===== src/motion_urge_match_scorer_top_macros.svh =====
// Assertion macros shared by the motion urge match scorer RTL.
`ifndef MOTION_URGE_MATCH_SCORER_TOP_MACROS_SVH
`define MOTION_URGE_MATCH_SCORER_TOP_MACROS_SVH

// Same-cycle implication, checked at every rising edge of clk outside reset.
`define MUS_ASSERT_IMP(name, ante, cons, msg) \
    name: assert property (@(posedge clk) disable iff (!rst_n) (ante) |-> (cons)) \
        else $error(msg);

// Next-cycle implication, checked at every rising edge of clk outside reset.
`define MUS_ASSERT_NXT(name, ante, cons, msg) \
    name: assert property (@(posedge clk) disable iff (!rst_n) (ante) |=> (cons)) \
        else $error(msg);

`endif


===== src/mus_mul.sv =====
// Shared 33 by 32 bit unsigned multiplier with a registered product.
`default_nettype none

module mus_mul (
    input  logic        clk,
    input  logic [32:0] a,
    input  logic [31:0] b,
    output logic [64:0] p
);
    logic [64:0] p_reg;

    always_ff @(posedge clk)
    begin
        p_reg <= 65'(a) * 65'(b);
    end

    assign p = p_reg;

endmodule

`default_nettype wire


===== config.mk =====
export PLATFORM = sky130hd
export DESIGN_NAME = mus_mul
export DESIGN_NICKNAME = d
export VERILOG_FILES = /design/src/motion_urge_match_scorer_top_macros.svh /design/src/mus_mul.sv
export SDC_FILE = /design/constraint.sdc
export NUM_CORES = 2
export LEC_CHECK = 0
export BUFFER_PORTS_ARGS = -buffer_cell sky130_fd_sc_hd__buf_4
export CAP_MARGIN = 0
export CORE_UTILIZATION = 45
export DETAILED_ROUTE_END_ITERATION = 8
export PLACE_DENSITY_LB_ADDON = 0.15
export SYNTH_ARGS = -nofsm -noshare
export SYNTH_HDL_FRONTEND = slang
export SYNTH_SLANG_ARGS = --single-unit
export TNS_END_PERCENT = 1

===== constraint.sdc =====
create_clock -name clk -period 8 [get_ports clk]
set_input_delay 0.8 -clock clk [delete_from_list [all_inputs] [get_ports clk]]
set_output_delay 0.8 -clock clk [all_outputs]
set_load 0.01 [all_outputs]

==> results.py <==
metrics = {
    "placement": {
        "postPlaceCellArea_um2": 38200,
        "hpwlAfterDp_um": 86900,
        "placed_cells": 5025,
        "port_buffers": 130,
        "gp_congestion": 0.893,
    },
    "detailed_routing": {
        "m1WireLength_um": 38300,
        "post-route-drc-count": 0,
        "dr_wl_met2_um": 54600,
        "drt_pass1_iterations": 5,
        "num_vias": 25900,
        "top_layer": "met4",
        "antenna_left": 0,
        "wire_per_inst_um": 19.9,
        "drt-vias-per-instance": 5.13,
        "drt-total-wl_um": 100000,
        "drt_iter0_drc": 1424,
        "route.met3.wl_um": 3750,
    },
    "logic_synthesis": {
        "postSynthAreaPerCell_um2": 9.05,
        "synth_edf_count": 0,
        "synthDistinctLibCells": 67,
        "syn_nets": 5185,
        "syn_inst": 3929,
        "ys_seq_area_frac": 0.0366,
        "synth_seq_cells": 65,
        "synthArstFlopShare": 0,
        "ys.flop_type": "dfxtp_1",
        "yosysWarningCount": 0,
        "syn_area_um2": 35600,
    },
    "timing": {
        "fmax_mhz": 130,
        "finalCritPeriodShare": 0.959,
        "tightestPinTransition_ps": 506,
        "rsz0062_at_grt": "false",
        "period_needed_ps": 7670,
        "finalMaxSlewViolations": 0,
        "final_hold_viol_count": 0,
        "holdWs_ps": 975,
        "setup_viol": 0,
        "relSlewSlack": 0.659,
    },
    "setup_path": {
        "critPathArrivalTime_ps": 7910,
        "cp-end-kind": "register",
        "cp_max_fo": 20,
        "path_class": "in -> reg",
        "crit_path_start_kind": "primary input",
        "crit_required_ps": 8240,
    },
    "floorplanning": {
        "die_w_um": 283,
        "die-area_um2": 80100,
        "rows": 102,
        "coreArea_um2": 77800,
        "die_y_um": 283,
        "ios": 131,
        "start_util": 0.457,
    },
    "layout": {
        "synthToLayoutAreaGrowth_pct": 8.26,
        "layoutNonFillerInstCount": 5042,
        "drive_above_1_share": 0.0767,
        "fin_area_um2": 38500,
        "final_util": 0.494,
        "largest_reg_flops": 65,
        "nets": 5252,
        "fillCellCount": 7555,
    },
    "outcome": {
        "outcome": "finished clean",
    },
    "global_route": {
        "grt_max_degree": 34,
        "track_usage": 0.257,
        "grt_pass1_wl_um": 158000,
        "grt_pass1_vias": 27900,
        "globalRoute.totalOverflow": 0,
        "antenna_found_initial": 2,
    },
    "clock_tree": {
        "numCtsBuffers": 9,
        "clock-sinks": 65,
        "clock_tree.root_cell": "clkbuf_16",
        "hold_buffers": 0,
        "cts_tree": "yes",
        "cts_setup_buffers": 0,
        "cts.path.max_buffers": 2,
        "path_clk_slew_ps": 60,
        "htreeDepth": 3,
    },
    "run": {
        "max_cap_violations": 0,
    },
    "worst_hold_path": {
        "hold_class": "in -> reg",
    },
}
layout make-up:
cell class | instances | area (um^2) | area share
multi-input combinational | 2717 | 29900 | 0.778
antenna | 1 | 2.50 | 0.0000650
clock inverter | 7 | 95.1 | 0.00247
sequential | 65 | 1300 | 0.0338
clock buffer | 9 | 225 | 0.00585
timing repair buffer | 273 | 2120 | 0.0552
inverter | 930 | 3490 | 0.0907
tap | 1040 | 1300 | 0.0338
final timing paths:
kind	from	to	slack (ps)	cells past startpoint
worst max-delay path	b[9]	p[59]	330	27
worst min-delay path	b[0]	p[0]	980	2
routing by layer:
metal | GRT usage | up-vias
met3 | 0.0248 | 157
met1 | 0.309 | 13600
met2 | 0.483 | 624
met4 | 0.0776 | 0
met5 | 0 | -
li1 | - | 11500
worst max-delay path: stages:
cell and delay [ps]:
buf_4 260, buf_4 270, nand2_1 90, fa_1 400, inv_1 80, fa_1 430
fa_1 520, inv_1 50, fa_1 470, inv_1 50, fa_1 500, inv_1 50
fa_1 530, inv_1 50, fa_1 540, fa_1 440, ha_1 410, nand2_1 140
nor2_1 110, nand4_1 110, o21ai_2 220, a31oi_1 120, buf_4 180, o31ai_4 420
a41o_1 270, o21ai_1 80, a211oi_1 290
cell usage after synthesis (5+ instances only):
library cell | n | area [um^2]
inv_1 | 930 | 3490
fa_1 | 926 | 18500
nand2_1 | 632 | 2370
and2_1 | 488 | 3050
ha_1 | 264 | 3300
clkbuf_1 | 213 | 800
a21oi_1 | 79 | 395
dfxtp_1 | 65 | 1300
nor2_1 | 37 | 139
o21ai_0 | 33 | 165
xnor2_1 | 33 | 289
a21o_1 | 26 | 195
xor2_1 | 23 | 201
nand3_1 | 20 | 100
o21bai_1 | 18 | 135
nand4_1 | 13 | 81.3
nor3_1 | 12 | 60.1
and3_1 | 9 | 56.3
a31oi_1 | 8 | 50.1
a211oi_1 | 7 | 52.6
nor2b_1 | 6 | 37.5
o31ai_1 | 5 | 37.5
cells in the final DEF (no fill, tap or decap), drive strengths merged, types with 3 or more instances in the layout:
| master | synthesis | layout |
|---|---|---|
| inv | 930 | 930 |
| fa | 926 | 926 |
| nand2 | 632 | 632 |
| and2 | 492 | 492 |
| buf | 4 | 273 |
| ha | 264 | 264 |
| a21oi | 81 | 81 |
| dfxtp | 65 | 65 |
| o21ai | 38 | 38 |
| nor2 | 37 | 37 |
| xnor2 | 33 | 33 |
| a21o | 27 | 27 |
| xor2 | 23 | 23 |
| nand3 | 20 | 20 |
| o21bai | 18 | 18 |
| nand4 | 13 | 13 |
| nor3 | 12 | 12 |
| and3 | 9 | 9 |
| clkbuf | 213 | 9 |
| a31oi | 8 | 8 |
| a211oi | 8 | 8 |
| nor2b | 6 | 6 |
| o31ai | 6 | 6 |
| nor4 | 4 | 4 |
| o211ai | 4 | 4 |
| nand2b | 4 | 4 |
| a311oi | 4 | 4 |
| clkinv | 0 | 4 |
| a221o | 3 | 3 |
| a211o | 3 | 3 |
| o21a | 3 | 3 |
| or3 | 3 | 3 |
| nor4b | 3 | 3 |
| a21boi | 3 | 3 |
timing repair:
| item | 4_1_cts | 5_1_grt |
|---|---|---|
| resized for setup | 0 | 1 |
| hold endpoints to repair | 0 | 0 |
| endpoints found under the setup margin | 0 | 2 |
stage by stage:
stage | TNS, ps | setup WS, ps
floorplan | 0 | 554
global placement | 0 | 29.0
detailed placement | -46.4 | -44.0
CTS | 0 | 274
global route | 0 | 42.1
finish | 0 | 327
logic make-up (layout without fill, tap and decap cells):
kind of cell | after synthesis | in the layout | synth area share
flip-flops | 65 | 65 | 0.0366
multiplexers | 1 | 1 | 0.000317
AND/OR/NAND/NOR | 1246 | 1246 | 0.172
other | 0 | 1 | 0
adder cells (fa/ha/maj) | 1190 | 1190 | 0.614
XOR/XNOR | 56 | 56 | 0.0138
AO/OA/AOI/OAI | 224 | 224 | 0.0417
buffers and inverters | 1147 | 1219 | 0.121
Power is left out: the tool's default activity adds up to more than one toggle a clock period on the data nets, which glitch-free logic cannot reach.
