==> config.mk <==
export PLATFORM = sky130hd
export DESIGN_NAME = mus_div
export DESIGN_NICKNAME = d
export VERILOG_FILES = /design/src/motion_urge_match_scorer_top_macros.svh /design/src/mus_pkg.sv /design/src/mus_div.sv
export SDC_FILE = /design/constraint.sdc
export NUM_CORES = 1
export LEC_CHECK = 0
export BUFFER_PORTS_ARGS = -buffer_cell sky130_fd_sc_hd__buf_2
export CAP_MARGIN = 30
export CORE_ASPECT_RATIO = 1.25
export CORE_MARGIN = 2
export CORE_UTILIZATION = 52
export CTS_CLUSTER_DIAMETER = 150
export CTS_CLUSTER_SIZE = 25
export DETAILED_ROUTE_END_ITERATION = 7
export PLACE_DENSITY = 0.86
export SYNTH_ARGS = -nofsm -noshare
export SYNTH_HDL_FRONTEND = slang
export SYNTH_SLANG_ARGS = --single-unit
==> constraint.sdc <==
create_clock -name clk -period 3.2 [get_ports clk]
set_input_delay 0.48 -clock clk [delete_from_list [all_inputs] [get_ports clk]]
set_output_delay 0.48 -clock clk [all_outputs]
set_load 0.01 [all_outputs]
==> src/motion_urge_match_scorer_top_macros.svh <==
// Assertion macros shared by the motion urge match scorer RTL.
`ifndef MOTION_URGE_MATCH_SCORER_TOP_MACROS_SVH
`define MOTION_URGE_MATCH_SCORER_TOP_MACROS_SVH

// Same-cycle implication, checked at every rising edge of clk outside reset.
`define MUS_ASSERT_IMP(name, ante, cons, msg) \
    name: assert property (@(posedge clk) disable iff (!rst_n) (ante) |-> (cons)) \
        else $error(msg);

// Next-cycle implication, checked at every rising edge of clk outside reset.
`define MUS_ASSERT_NXT(name, ante, cons, msg) \
    name: assert property (@(posedge clk) disable iff (!rst_n) (ante) |=> (cons)) \
        else $error(msg);

`endif

==> src/mus_pkg.sv <==
// Shared types, constants and helper functions of the motion urge match scorer.
`default_nettype none

package mus_pkg;

    localparam int FRAC_BITS = 16;
    localparam logic [16:0] ONE_Q = 17'(1 << FRAC_BITS);
    localparam logic [16:0] MAX_SAMPLES = 17'd65536;

    // A match below this bar (0.999 scaled by one thousand) counts as unmet.
    localparam logic [26:0] MATCH_SCALE = 27'd1000;
    localparam logic [26:0] MATCH_BAR = 27'(999 * (1 << FRAC_BITS));

    localparam int DIV_NUM_W = 80;
    localparam int DIV_DEN_W = 64;
    localparam int DIV_CNT_W = 7;

    localparam int CFG_IDX_W = 3;
    localparam logic [CFG_IDX_W-1:0] CFG_WINDOW_SAMPLES = 3'd0;
    localparam logic [CFG_IDX_W-1:0] CFG_MOTION_RANGE = 3'd1;
    localparam logic [CFG_IDX_W-1:0] CFG_GRAVITY_TORQUE = 3'd2;
    localparam logic [CFG_IDX_W-1:0] CFG_PEAK_URGE = 3'd3;
    localparam logic [CFG_IDX_W-1:0] CFG_EFFORT_LIMIT = 3'd4;
    localparam logic [CFG_IDX_W-1:0] CFG_PENALTY_WEIGHT = 3'd5;

    typedef struct packed {
        logic signed [31:0] angular_velocity;
        logic signed [31:0] active_drive_torque;
        logic signed [31:0] posture_torque;
        logic signed [31:0] urge_level;
        logic               final_sample;
    } sample_t;

    typedef struct packed {
        logic [31:0]        achieved_rate;
        logic [31:0]        mean_effort;
        logic [31:0]        mean_urge;
        logic [16:0]        match_ratio;
        logic [16:0]        weakest_fraction;
        logic               within_budget;
        logic               budget_limited;
        logic [16:0]        window_total;
        logic signed [31:0] penalized_score;
    } result_t;

    typedef enum logic [4:0] {
        ST_IDLE,
        ST_ACC,
        ST_TAU_WAIT,
        ST_TAU_ADD,
        ST_SUMS,
        ST_FIN_CHECK,
        ST_W_RNG,
        ST_W_GOT,
        ST_W_GOT_WAIT,
        ST_W_U_WAIT,
        ST_W_MET,
        ST_W_WANTN,
        ST_W_METN,
        ST_W_FRAC_WAIT,
        ST_W_END,
        ST_F_START,
        ST_F_RATE,
        ST_F_RATE_WAIT,
        ST_F_EFF_WAIT,
        ST_F_URGE_WAIT,
        ST_F_MATCH_WAIT,
        ST_F_PEN,
        ST_F_SCORE,
        ST_F_EMIT
    } mus_state_t;

    // Clamp a raw quotient to the 32-bit unsigned range.
    function automatic logic [31:0] sat32(input logic [DIV_NUM_W-1:0] q);
        return (|q[DIV_NUM_W-1:32]) ? 32'hFFFF_FFFF : q[31:0];
    endfunction

    // Clamp a raw quotient to one in Q16.16.
    function automatic logic [16:0] cap_one(input logic [DIV_NUM_W-1:0] q);
        return (q > DIV_NUM_W'(ONE_Q)) ? ONE_Q : q[16:0];
    endfunction

endpackage

`default_nettype wire

==> src/mus_div.sv <==
// Shared restoring divider, one quotient bit per cycle over a left-justified numerator.
`default_nettype none

module mus_div (
    input  logic                          clk,
    input  logic                          rst_n,
    input  logic                          start,
    input  logic [mus_pkg::DIV_NUM_W-1:0] num,
    input  logic [mus_pkg::DIV_CNT_W-1:0] nbits,
    input  logic [mus_pkg::DIV_DEN_W-1:0] den,
    output logic                          busy,
    output logic                          done,
    output logic [mus_pkg::DIV_NUM_W-1:0] quo
);
    import mus_pkg::*;

    logic                 busy_reg, busy_next;
    logic                 done_reg, done_next;
    logic [DIV_CNT_W-1:0] cnt_reg, cnt_next;
    logic [DIV_NUM_W-1:0] num_reg, num_next;
    logic [DIV_NUM_W-1:0] quo_reg, quo_next;
    logic [DIV_DEN_W-1:0] den_reg, den_next;
    logic [DIV_DEN_W-1:0] rem_reg, rem_next;

    logic [DIV_DEN_W:0]   rem_shift;
    logic [DIV_DEN_W:0]   rem_diff;
    logic                 ge;

    assign rem_shift = {rem_reg, num_reg[DIV_NUM_W-1]};
    assign rem_diff  = rem_shift - {1'b0, den_reg};
    assign ge        = (rem_shift >= {1'b0, den_reg});

    always_comb
    begin
        busy_next = busy_reg;
        done_next = 1'b0;
        cnt_next  = cnt_reg;
        num_next  = num_reg;
        quo_next  = quo_reg;
        den_next  = den_reg;
        rem_next  = rem_reg;
        if (start && !busy_reg)
        begin
            busy_next = 1'b1;
            cnt_next  = nbits;
            num_next  = num;
            den_next  = den;
            quo_next  = '0;
            rem_next  = '0;
        end
        else if (busy_reg)
        begin
            rem_next = ge ? rem_diff[DIV_DEN_W-1:0] : rem_shift[DIV_DEN_W-1:0];
            quo_next = {quo_reg[DIV_NUM_W-2:0], ge};
            num_next = {num_reg[DIV_NUM_W-2:0], 1'b0};
            cnt_next = cnt_reg - DIV_CNT_W'(1);
            if (cnt_reg == DIV_CNT_W'(1))
            begin
                busy_next = 1'b0;
                done_next = 1'b1;
            end
        end
    end

    always_ff @(posedge clk or negedge rst_n)
    begin
        if (!rst_n)
        begin
            busy_reg <= 1'b0;
            done_reg <= 1'b0;
            cnt_reg  <= '0;
        end
        else
        begin
            busy_reg <= busy_next;
            done_reg <= done_next;
            cnt_reg  <= cnt_next;
        end
    end

    always_ff @(posedge clk)
    begin
        num_reg <= num_next;
        quo_reg <= quo_next;
        den_reg <= den_next;
        rem_reg <= rem_next;
    end

    assign busy = busy_reg;
    assign done = done_reg;
    assign quo  = quo_reg;

endmodule

`default_nettype wire

==> run metrics, run 1 <==
largest net degree at the start of global routing=92; Post-synth EDFFs=144; Skew-Pair Late Insertion Delay=0.52 ns; maximum VDD drop=605 uV; Pwr Total=around 0.018 W; status=finished, final reports clean; Area Overhead vs Synth=15.8%; NetSw=0.00708 W; GPL Wtd Cong=0.953; Relative slew margins=between 40 and 50%; antenna-violating nets left=0; clock share of power=11.9%; Synth Area in Compound Gates=17.0%; most frequent cell on the critical path=o21ai_2; Yosys cell types=82; Buf+Inv Stages, Crit Path=2; Reg area=between 7000 and 8000 um^2; GRT Util Overall=about a quarter; DRT Pass-1 Iters=7; Multi-input gate area=approximately 7400 um^2; global route total overflow=0; cell at the slowest stage of the critical path=a2111oi_4; Max Clk Rate=321 MHz; clock sink total=around 300; post-layout util=~61%; Die Span Y=between 150 and 200 um; Synth Area in XOR/XNOR=3.61%; sequential share of power=37.8%; Mapped Area=15300 um^2; largest family of logic cells by synthesized area=compound AO/OA/AOI/OAI gates; PD cells=1000 nW/um^2; H-tree depth=1; switching share of power=39.9%; Worst path top cell family by delay=compound AO/OA/AOI/OAI gates; Gate power share=about 50%; Main synth FF type=edfxtp_1; Avg Inst Size Synth=9.89 um^2; commonest non-fill, non-tap cell in the layout=nand2_1; Initial Utilization=a little over half; final wirelength=38500 um; vias per inst=5.69; Final Max Slew Viols=0; CTS tree=built; most frequent cells in the layout=nand2_1 (259), buf_2 (235), edfxtp_1 (144), dfxtp_1 (144), o21ai_0 (112); row cnt=70; root buffer cell=clkbuf_16; Syn Nets=between 1500 and 2000; Int Pwr=0.0107 W; Final Cycle Share=~97%; final hold slack=0.128 ns; Lkg Pwr=7.72 nW; Post-Synth Adder-Cell Area=5.53%; slew at the pin closest to its max-slew limit=0.803 ns; Yosys warnings=0; sequential share of the synthesized area=48.6%; WP data arrival=between 3 and 4 ns; post-synthesis async set-or-reset flop share=3.03%; Mapped Cells=1547; Final Hold Viols=0; proportion of layout cells with a drive suffix above 1=25.4%; TritonCTS Buffers=15; Final #Nets=roughly 2000; Die ar.=30800 um^2; clock skew=0.0167 ns; multiplexer share of the synthesized area=8.45%; Worst-path clk slew=about 0.11 ns; num ports=236; DP HPWL=around 28000 um; antenna violations before repair=10; Max stage delay on crit path=0.39 ns; CP endpoint kind=flip-flop; via count=12392; # fillers=around 2400; #FFs+latches synth=~300; maximum clock path buffer count=3; core area=29100 um^2; CP Max Fanout=7; Worst Setup Start Kind=flip-flop; worst hold path class=in2reg; CP cell instances=inv_1 -> ha_1 -> a21oi_2 -> o21a_1 -> o21ai_2 -> a2111oi_4 -> o21ai_2 -> nor4_4 -> o21ai_4 -> buf_4 -> mux2_4 -> a22oi_2 -> o21ai_1; # DRC=0; WS Path Type=reg2reg; vias in the first global route=~12000; Die Width=157 um; final worst path period need=~3.1 ns; first-pass GRT wire length=60400 um; initial DRC count=a little over 800; maxcap violations=0; Simple-Gate Fraction of Synth Area=12.3%; WL/cell=around 18 um; final setup vio count=0; Port Buf Inserts=235; CP Data Required Time=approximately 3.6 ns
## logic make-up (layout without fill, tap and decap cells)
family                   Yosys count  count (layout)
XOR/XNOR                          63              63
adder cells (fa/ha/maj)           67              67
AND/OR/NAND/NOR                  423             423
AO/OA/AOI/OAI                    411             411
flip-flops                       297             297
buffers and inverters            168             400
multiplexers                     118             118
other                              0               4
## metal layers
| metal | part of all wire, % | GRT usage [%] | vias to the layer above |
|---|---|---|---|
| li1 | - | - | 5950 |
| met1 | 38 | 27.2 | 5916 |
| met2 | 51 | 42.8 | 400 |
| met3 | 7.1 | 6.25 | 114 |
| met4 | 3.8 | 10.5 | 12 |
| met5 | 0.19 | 0 | - |
## final cells by class
type | instances | area share [%]
multi-input combinational | 1082 | 41.5
inverter | 83 | 1.79
clock buffer | 24 | 2.31
antenna | 4 | 0.0565
tap | 396 | 2.80
timing repair buffer | 291 | 9.52
sequential | 297 | 42.0
clock inverter | 2 | 0.0777
## cell usage after synthesis, types with 34 or more instances
cell type | number | area [um^2]
mux2i_1 | 34 | 340
ha_1 | 66 | 826
a21oi_1 | 91 | 455
mux2_2 | 80 | 901
clkbuf_1 | 57 | 214
inv_1 | 82 | 308
nor2_1 | 63 | 236
edfxtp_1 | 144 | 4320
nand2_1 | 259 | 972
o21ai_1 | 49 | 245
dfxtp_1 | 144 | 2880
o21ai_0 | 114 | 571
## power by group through the flow
stage                     registers (W)  logic (W)  clock network [W]
after floorplan                 0.00671    0.00598                  0
after global placement          0.00664    0.00827                  0
after detailed placement        0.00672    0.00856                  0
after CTS                       0.00667    0.00868            0.00217
after global routing            0.00687    0.00980            0.00229
final                           0.00670    0.00893            0.00211
## path summary, 6_finish.rpt
path / from / endpoint / slack (ns) / cells after the start
min in group asynchronous: rst_n / cnt_reg[5]$_DFFE_PN0P_ / 0.36 / 2
max in group asynchronous: rst_n / busy$_DFF_PN0_ / 2.61 / 2
min reg2reg: rem_reg[4]$_SDFFE_PP0P_ / rem_reg[4]$_SDFFE_PP0P_ / 0.47 / 2
max: den_reg[44]$_DFFE_PP_ / rem_reg[62]$_SDFFE_PP0P_ / 0.09 / 13
min: den[21] / den_reg[21]$_DFFE_PP_ / 0.13 / 1
max reg2reg: den_reg[44]$_DFFE_PP_ / rem_reg[62]$_SDFFE_PP0P_ / 0.09 / 13
## per-stage QoR
stage / setup TNS, ns / setup WS, ns / instances / area (um^2)
floorplan: 0 / 0.000944 / 1547 / 15300
global placement: 0 / 0.0511 / 2142 / 17100
detailed placement: -0.0981 / -0.0478 / 2142 / 17100
CTS: 0 / 0.00333 / 2173 / 17500
global route: -0.0363 / -0.0183 / 2179 / 17700
finish: 0 / 0.0895 / 2179 / 17700
## worst reg2reg max path, stage by stage (launching register included)
cell,delay [ns]
edfxtp_1,0.38
inv_1,0.13
ha_1,0.32
a21oi_2,0.20
o21a_1,0.18
o21ai_2,0.09
a2111oi_4,0.40
o21ai_2,0.12
nor4_4,0.32
o21ai_4,0.19
buf_4,0.18
mux2_4,0.29
a22oi_2,0.12
o21ai_1,0.09
## timing repair
action                                  4_1_cts  5_1_grt
buffers inserted                              4        2
endpoints found under the hold margin         9        0
cloned                                        0        0
resized for setup                             2       35
pin swaps                                     1       11
hold buffers                                  1        0
endpoints found under the setup margin        7       63
No activity file was read; power rests on OpenSTA's default activity.
==> run 2: changes to the inputs <==
==> constraint.sdc (replaced) <==
create_clock -name clk -period 3.2 [get_ports clk]
set_input_delay 0.32 -clock clk [delete_from_list [all_inputs] [get_ports clk]]
set_output_delay 0.32 -clock clk [all_outputs]
set_load 0.01 [all_outputs]
==> run 2 against run 1 <==
Against the previous run:
- first-iteration DRC count decreased by 4.8%
- design area grew 3.1%
- global-route usage up 0.29 points
- clock skew is 0.012 ns higher
- routed wire length increased by 0.24%
- total power fell by 0.30%
- critical path type unchanged
- flip-flop and latch count stayed put
- critical path depth shrank 1
- register-to-register slack got worse by 0.09 ns
- clock-buffer cell count is the same
- hold slack got worse by 0.13 ns
==> run metrics, run 2 (synthesis results as in run 1) <==
status=finished, final reports clean; final wirelength=about 39000 um; antenna violations before repair=3; Relative slew margins=43.2%; GRT Util Overall=24.4%; maximum VDD drop=684 uV; root buffer cell=clkbuf_16; commonest non-fill, non-tap cell in the layout=nand2_1; antenna-violating nets left=0; Final Max Slew Viols=0; CTS tree=built; GPL Wtd Cong=0.954; Area Overhead vs Synth=19.4%; final worst path period need=3.20 ns; Skew-Pair Late Insertion Delay=roughly 0.53 ns; initial DRC count=769; vias in the first global route=12631; CP Max Fanout=6; Initial Utilization=52.6%; Worst-path clk slew=around 0.11 ns; slew at the pin closest to its max-slew limit=0.851 ns; maximum clock path buffer count=3; Die Width=157 um; TNS Setup=0 ns; Hold Path Stages=1; PD cells=968 nW/um^2; Lkg Pwr=7.93 nW; via count=12552; Final Cycle Share=between 90% and 100%; Port Buf Inserts=235; TritonCTS Buffers=15; maxcap violations=0; WL/cell=17.3 um; final hold slack=0.00161 ns; Reg area=7440 um^2; worst hold path class=in2reg; DRT Pass-1 Iters=6; Max Clk Rate=313 MHz; Register-to-Register Path Depth=12; Final #Nets=2047; Worst Setup Start Kind=flip-flop; clock skew=0.0285 ns; Final Hold Viols=0; first-pass GRT wire length=61200 um; most frequent cells in the layout=nand2_1 (259), buf_2 (235), edfxtp_1 (144), dfxtp_1 (144), o21ai_0 (113); # DRC=0; global route total overflow=0; H-tree depth=1; Multi-input gate area=7350 um^2; Die Span Y=196 um; num ports=236; RSZ-0062 raised after global routing=true; vias per inst=5.62; # fillers=2336; core area=29100 um^2; Die ar.=30800 um^2; largest net degree at the start of global routing=96; WP data arrival=3.61 ns; CP Data Required Time=about 3.6 ns; clock sink total=297; WS Path Type=reg2reg; final setup vio count=0; DP HPWL=27600 um; proportion of layout cells with a drive suffix above 1=24.6%; row cnt=70; CP endpoint kind=flip-flop
-- run 2: changes by cell type in the layout (fill, tap and decap cells not counted), sizes merged --
| cell | delta |
|---|---|
| dlygate4sd3 | +59 |
| diode | -2 |
| buf | -3 |
-- run 2: cell type report --
class	count	share of cell area, %
antenna	2	0.0274
clock buffer	24	2.24
clock inverter	2	0.0753
inverter	83	1.73
multi-input combinational	1082	40.2
sequential	297	40.7
tap	396	2.71
timing repair buffer	347	12.3
-- run 2: stage by stage --
| stage | power (W) | util (%) | instances | worst slack, ns | instance area [um^2] |
|---|---|---|---|---|---|
| finish | 0.0177 | 62.9 | 2233 | 0.00432 | 18300 |
| floorplan | 0.0127 | - | 1547 | 0.161 | 15300 |
| global placement | 0.0149 | 58.5 | 2137 | 0.0766 | 17000 |
| detailed placement | 0.0152 | 58.5 | 2137 | -0.0348 | 17000 |
| CTS | 0.0175 | 62.2 | 2227 | 0.0225 | 18100 |
| global route | 0.0189 | 62.9 | 2232 | -0.0696 | 18300 |
-- run 2: timing repair --
item / CTS / global route
setup endpoints to repair: 18 / 62
setup buffers: 5 / 3
endpoints found under the hold margin: 67 / 1
gates resized for setup: 2 / 38
pin swaps: 1 / 14
hold buffers: 59 / 1
-- run 2: final timing paths --
check / from / end / slack (ns)
worst max-delay path: den_reg[45]$_DFFE_PP_ / rem_reg[56]$_SDFFE_PP0P_ / 0.004
worst min-delay path: den[50] / den_reg[50]$_DFFE_PP_ / 0.002
worst max register to register: den_reg[45]$_DFFE_PP_ / rem_reg[56]$_SDFFE_PP0P_ / 0.004
worst min register to register: rem_reg[9]$_SDFFE_PP0P_ / rem_reg[9]$_SDFFE_PP0P_ / 0.48
max in group asynchronous: rst_n / busy$_DFF_PN0_ / 2.78
min in group asynchronous: rst_n / cnt_reg[5]$_DFFE_PN0P_ / 0.21
-- run 2: critical path, cell delays in order, from the launching register on --
cell and delay [ns]:
edfxtp_1 0.41, inv_1 0.13, ha_1 0.32, a21o_1 0.24, a21o_1 0.19, a21oi_1 0.26, inv_1 0.08, a2111oi_1 0.42
o21ai_0 0.16, a221o_1 0.39, a31oi_1 0.24, xor2_1 0.17, o21ai_1 0.07
-- run 2: report_power, final --
group / total [W] / leakage [nW] / internal [W] / switching, W
clock network: 0.00209 / 0.204 / 0.000900 / 0.00119
registers: 0.00667 / 2.80 / 0.00569 / 0.000984
logic: 0.00893 / 4.93 / 0.00410 / 0.00482
-- run 2: layer usage --
layer | GRT usage (%) | vias to the layer above | share of wire (%)
met1 | 28.1 | 5966 | 38
met5 | 0 | - | 0.070
li1 | - | 6046 | -
met2 | 44.4 | 432 | 51
met4 | 8.75 | 4 | 3.5
met3 | 5.28 | 104 | 7.0
==> run 3: changes to the inputs <==
--- a/config.mk
+++ b/config.mk
@@ -5,14 +5,17 @@
 export SDC_FILE = /design/constraint.sdc
 export NUM_CORES = 1
 export LEC_CHECK = 0
-export BUFFER_PORTS_ARGS = -buffer_cell sky130_fd_sc_hd__buf_2
 export CAP_MARGIN = 30
+export CELL_PAD_IN_SITES_DETAIL_PLACEMENT = 1
+export CELL_PAD_IN_SITES_GLOBAL_PLACEMENT = 1
 export CORE_ASPECT_RATIO = 1.25
 export CORE_MARGIN = 2
-export CORE_UTILIZATION = 52
+export CORE_UTILIZATION = 45
 export CTS_CLUSTER_DIAMETER = 150
 export CTS_CLUSTER_SIZE = 25
 export DETAILED_ROUTE_END_ITERATION = 7
+export DONT_BUFFER_PORTS = 1
+export GPL_TIMING_DRIVEN = 0
 export PLACE_DENSITY = 0.86
 export SYNTH_ARGS = -nofsm -noshare
 export SYNTH_HDL_FRONTEND = slang
==> run 3 against run 2 <==
Against the previous run:
- utilization shrank 11 points
- largest cell class is now multi-input combinational cells
- combinational power shrank 3.0%
- setup slack gained 0.031 ns
- critical path depth grew 1
- final cell count shrank 7.2%
- flip-flop and latch count is the same
- critical endpoint is now rem_reg[48]$_SDFFE_PP0P_
- critical path type unchanged
- routed wire length grew 18%
- clock power is essentially flat
- sequential power grew 6.4%
- total power grew 1.0%
- first-iteration DRC count shrank 19%
- die area grew 15%
==> run metrics, run 3 (synthesis results as in run 1) <==
CP Data Required Time=3.60 ns; Final Max Slew Viols=0; commonest non-fill, non-tap cell in the layout=nand2_1; Die Span Y=210 um; Final Hold Viols=0; proportion of layout cells with a drive suffix above 1=13.3%; Worst-path clk slew=0.10 ns; final worst path period need=3.16 ns; Gate power share=48.4%; num ports=236; Final Cycle Share=a little over nine tenths; NetSw=0.00757 W; switching share of power=42.3%; WP data arrival=3.57 ns; CP endpoint kind=flip-flop; Met2 Wirelength=23700 um; Max Clk Rate=316 MHz; root buffer cell=clkbuf_16; H-tree depth=1; clock skew=0.0296 ns; Final #Nets=1861; WS Path Type=reg2reg; maxcap violations=0; worst setup margin=0.0355 ns; final hold slack=0.0175 ns; GPL Wtd Cong=slightly below 0.9; CP Max Fanout=3; RSZ-0062 raised after global routing=true; TritonCTS Buffers=15; Die Width=169 um; placed cell count=between 1500 and 2000; worst hold path class=in2reg; final wirelength=45700 um; Initial Utilization=between 40% and 50%; PD cells=1020 nW/um^2; Die ar.=about 36000 um^2; Port Buf Inserts=0; final setup vio count=0; row cnt=75; clock sink total=297; antenna violations before repair=3; largest net degree at the start of global routing=46; Area Overhead vs Synth=14.0%; DRT Pass-1 Iters=5; Lkg Pwr=7.06 nW; slew at the pin closest to its max-slew limit=slightly above 0.9 ns; maximum VDD drop=464 uV; met3 WL=between 2000 and 3000 um; pre-CTS setup slack=-0.567 ns; Relative slew margins=around two fifths; DP HPWL=32200 um; first-pass GRT wire length=around 70000 um; maximum clock path buffer count=3; most frequent cells in the layout=nand2_1 (259), edfxtp_1 (144), dfxtp_1 (144), o21ai_0 (110), a21oi_1 (83); Int Pwr=0.0103 W; CTS tree=built; status=finished, final reports clean; sequential share of power=39.7%; initial DRC count=620; Worst Setup Start Kind=flip-flop; vias per inst=5.82; via count=12064; # DRC=0; core area=33500 um^2; Skew-Pair Late Insertion Delay=roughly 0.53 ns; # fillers=3691; post-route insts no fill=between 2000 and 2500; global route total overflow=0; WL/cell=22.0 um; TNS Setup=0 ns; met1 WL=approximately 17000 um; clock share of power=11.8%; top sig layer=met5; post-layout util=52.1%; GRT Util Overall=24.7%; antenna-violating nets left=0; vias in the first global route=13153
==> run 3: cell types whose count changed in the layout (fill, tap and decap cells not counted), moves of 5 or more <==
cell	before	now
buf_2	235	9
clkbuf_1	9	58
buf_4	44	16
dlygate4sd3_1	60	67
clkbuf_4	0	5
==> run 3: repair_timing <==
| action | 4_1_cts | 5_1_grt |
|---|---|---|
| hold buffers | 67 | 0 |
| endpoints found under the setup margin | 107 | 65 |
| setup buffers | 4 | 9 |
| gates cloned | 1 | 0 |
| endpoints found under the hold margin | 75 | 0 |
| pin swaps | 7 | 20 |
| gates resized for setup | 18 | 72 |
==> run 3: stage by stage <==
step	total power, W	area, um^2
floorplan	0.0127	15300
global placement	0.0144	15800
detailed placement	0.0149	15900
CTS	0.0172	17100
global route	0.0190	17400
finish	0.0179	17500
==> run 3: worst max-delay path, cell delays in order (launching register included) <==
cell	delay, ns
edfxtp_1	0.37
inv_1	0.06
ha_2	0.22
fa_2	0.41
nor2b_4	0.17
o2111ai_2	0.18
a31oi_4	0.30
o41a_1	0.25
a21o_1	0.21
a221oi_4	0.08
o21ai_2	0.18
nand3_1	0.12
and4_1	0.23
o31a_1	0.27
==> run 3: path summary, 6_finish.rpt <==
check | to | depth (start not counted) | from | slack, ns
setup / recovery | rem_reg[48]$_SDFFE_PP0P_ | 13 | num_reg[79]$_DFFE_PP_ | 0.04
hold / removal | num_reg[44]$_DFFE_PP_ | 1 | num[44] | 0.02
setup reg to reg | rem_reg[48]$_SDFFE_PP0P_ | 13 | num_reg[79]$_DFFE_PP_ | 0.04
hold reg to reg | rem_reg[33]$_SDFFE_PP0P_ | 2 | rem_reg[33]$_SDFFE_PP0P_ | 0.48
max in group asynchronous | cnt_reg[0]$_DFFE_PN0P_ | 1 | rst_n | 2.72
min in group asynchronous | cnt_reg[6]$_DFFE_PN0P_ | 1 | rst_n | 0.17
==> run 3: area by class of cell <==
cell class	count	area (um^2)	share of cell area [%]
inverters	83	315	1.81
clock inverters	1	5.00	0.0287
diodes	2	5.00	0.0287
flip-flops and latches	297	7430	42.6
repair inverters	1	7.51	0.0430
clock buffers	24	409	2.34
plain buffers	78	402	2.30
well taps	423	529	3.03
repair buffers	82	808	4.63
multi-input cells	1082	7540	43.2
==> run 3: power by group through the flow <==
stage	clock network (W)	logic [W]	registers, W
floorplan	0	0.00598	0.00671
global placement	0	0.00730	0.00707
detailed placement	0	0.00772	0.00713
CTS	0.00217	0.00799	0.00708
global route	0.00229	0.00948	0.00728
finish	0.00211	0.00866	0.00710
==> run 3: routing by layer <==
metal | GRT usage, % | vias to the layer above
met5 | 0 | -
met4 | 9.75 | 4
met3 | 5.82 | 113
met2 | 45.9 | 347
met1 | 26.9 | 5919
li1 | - | 5681
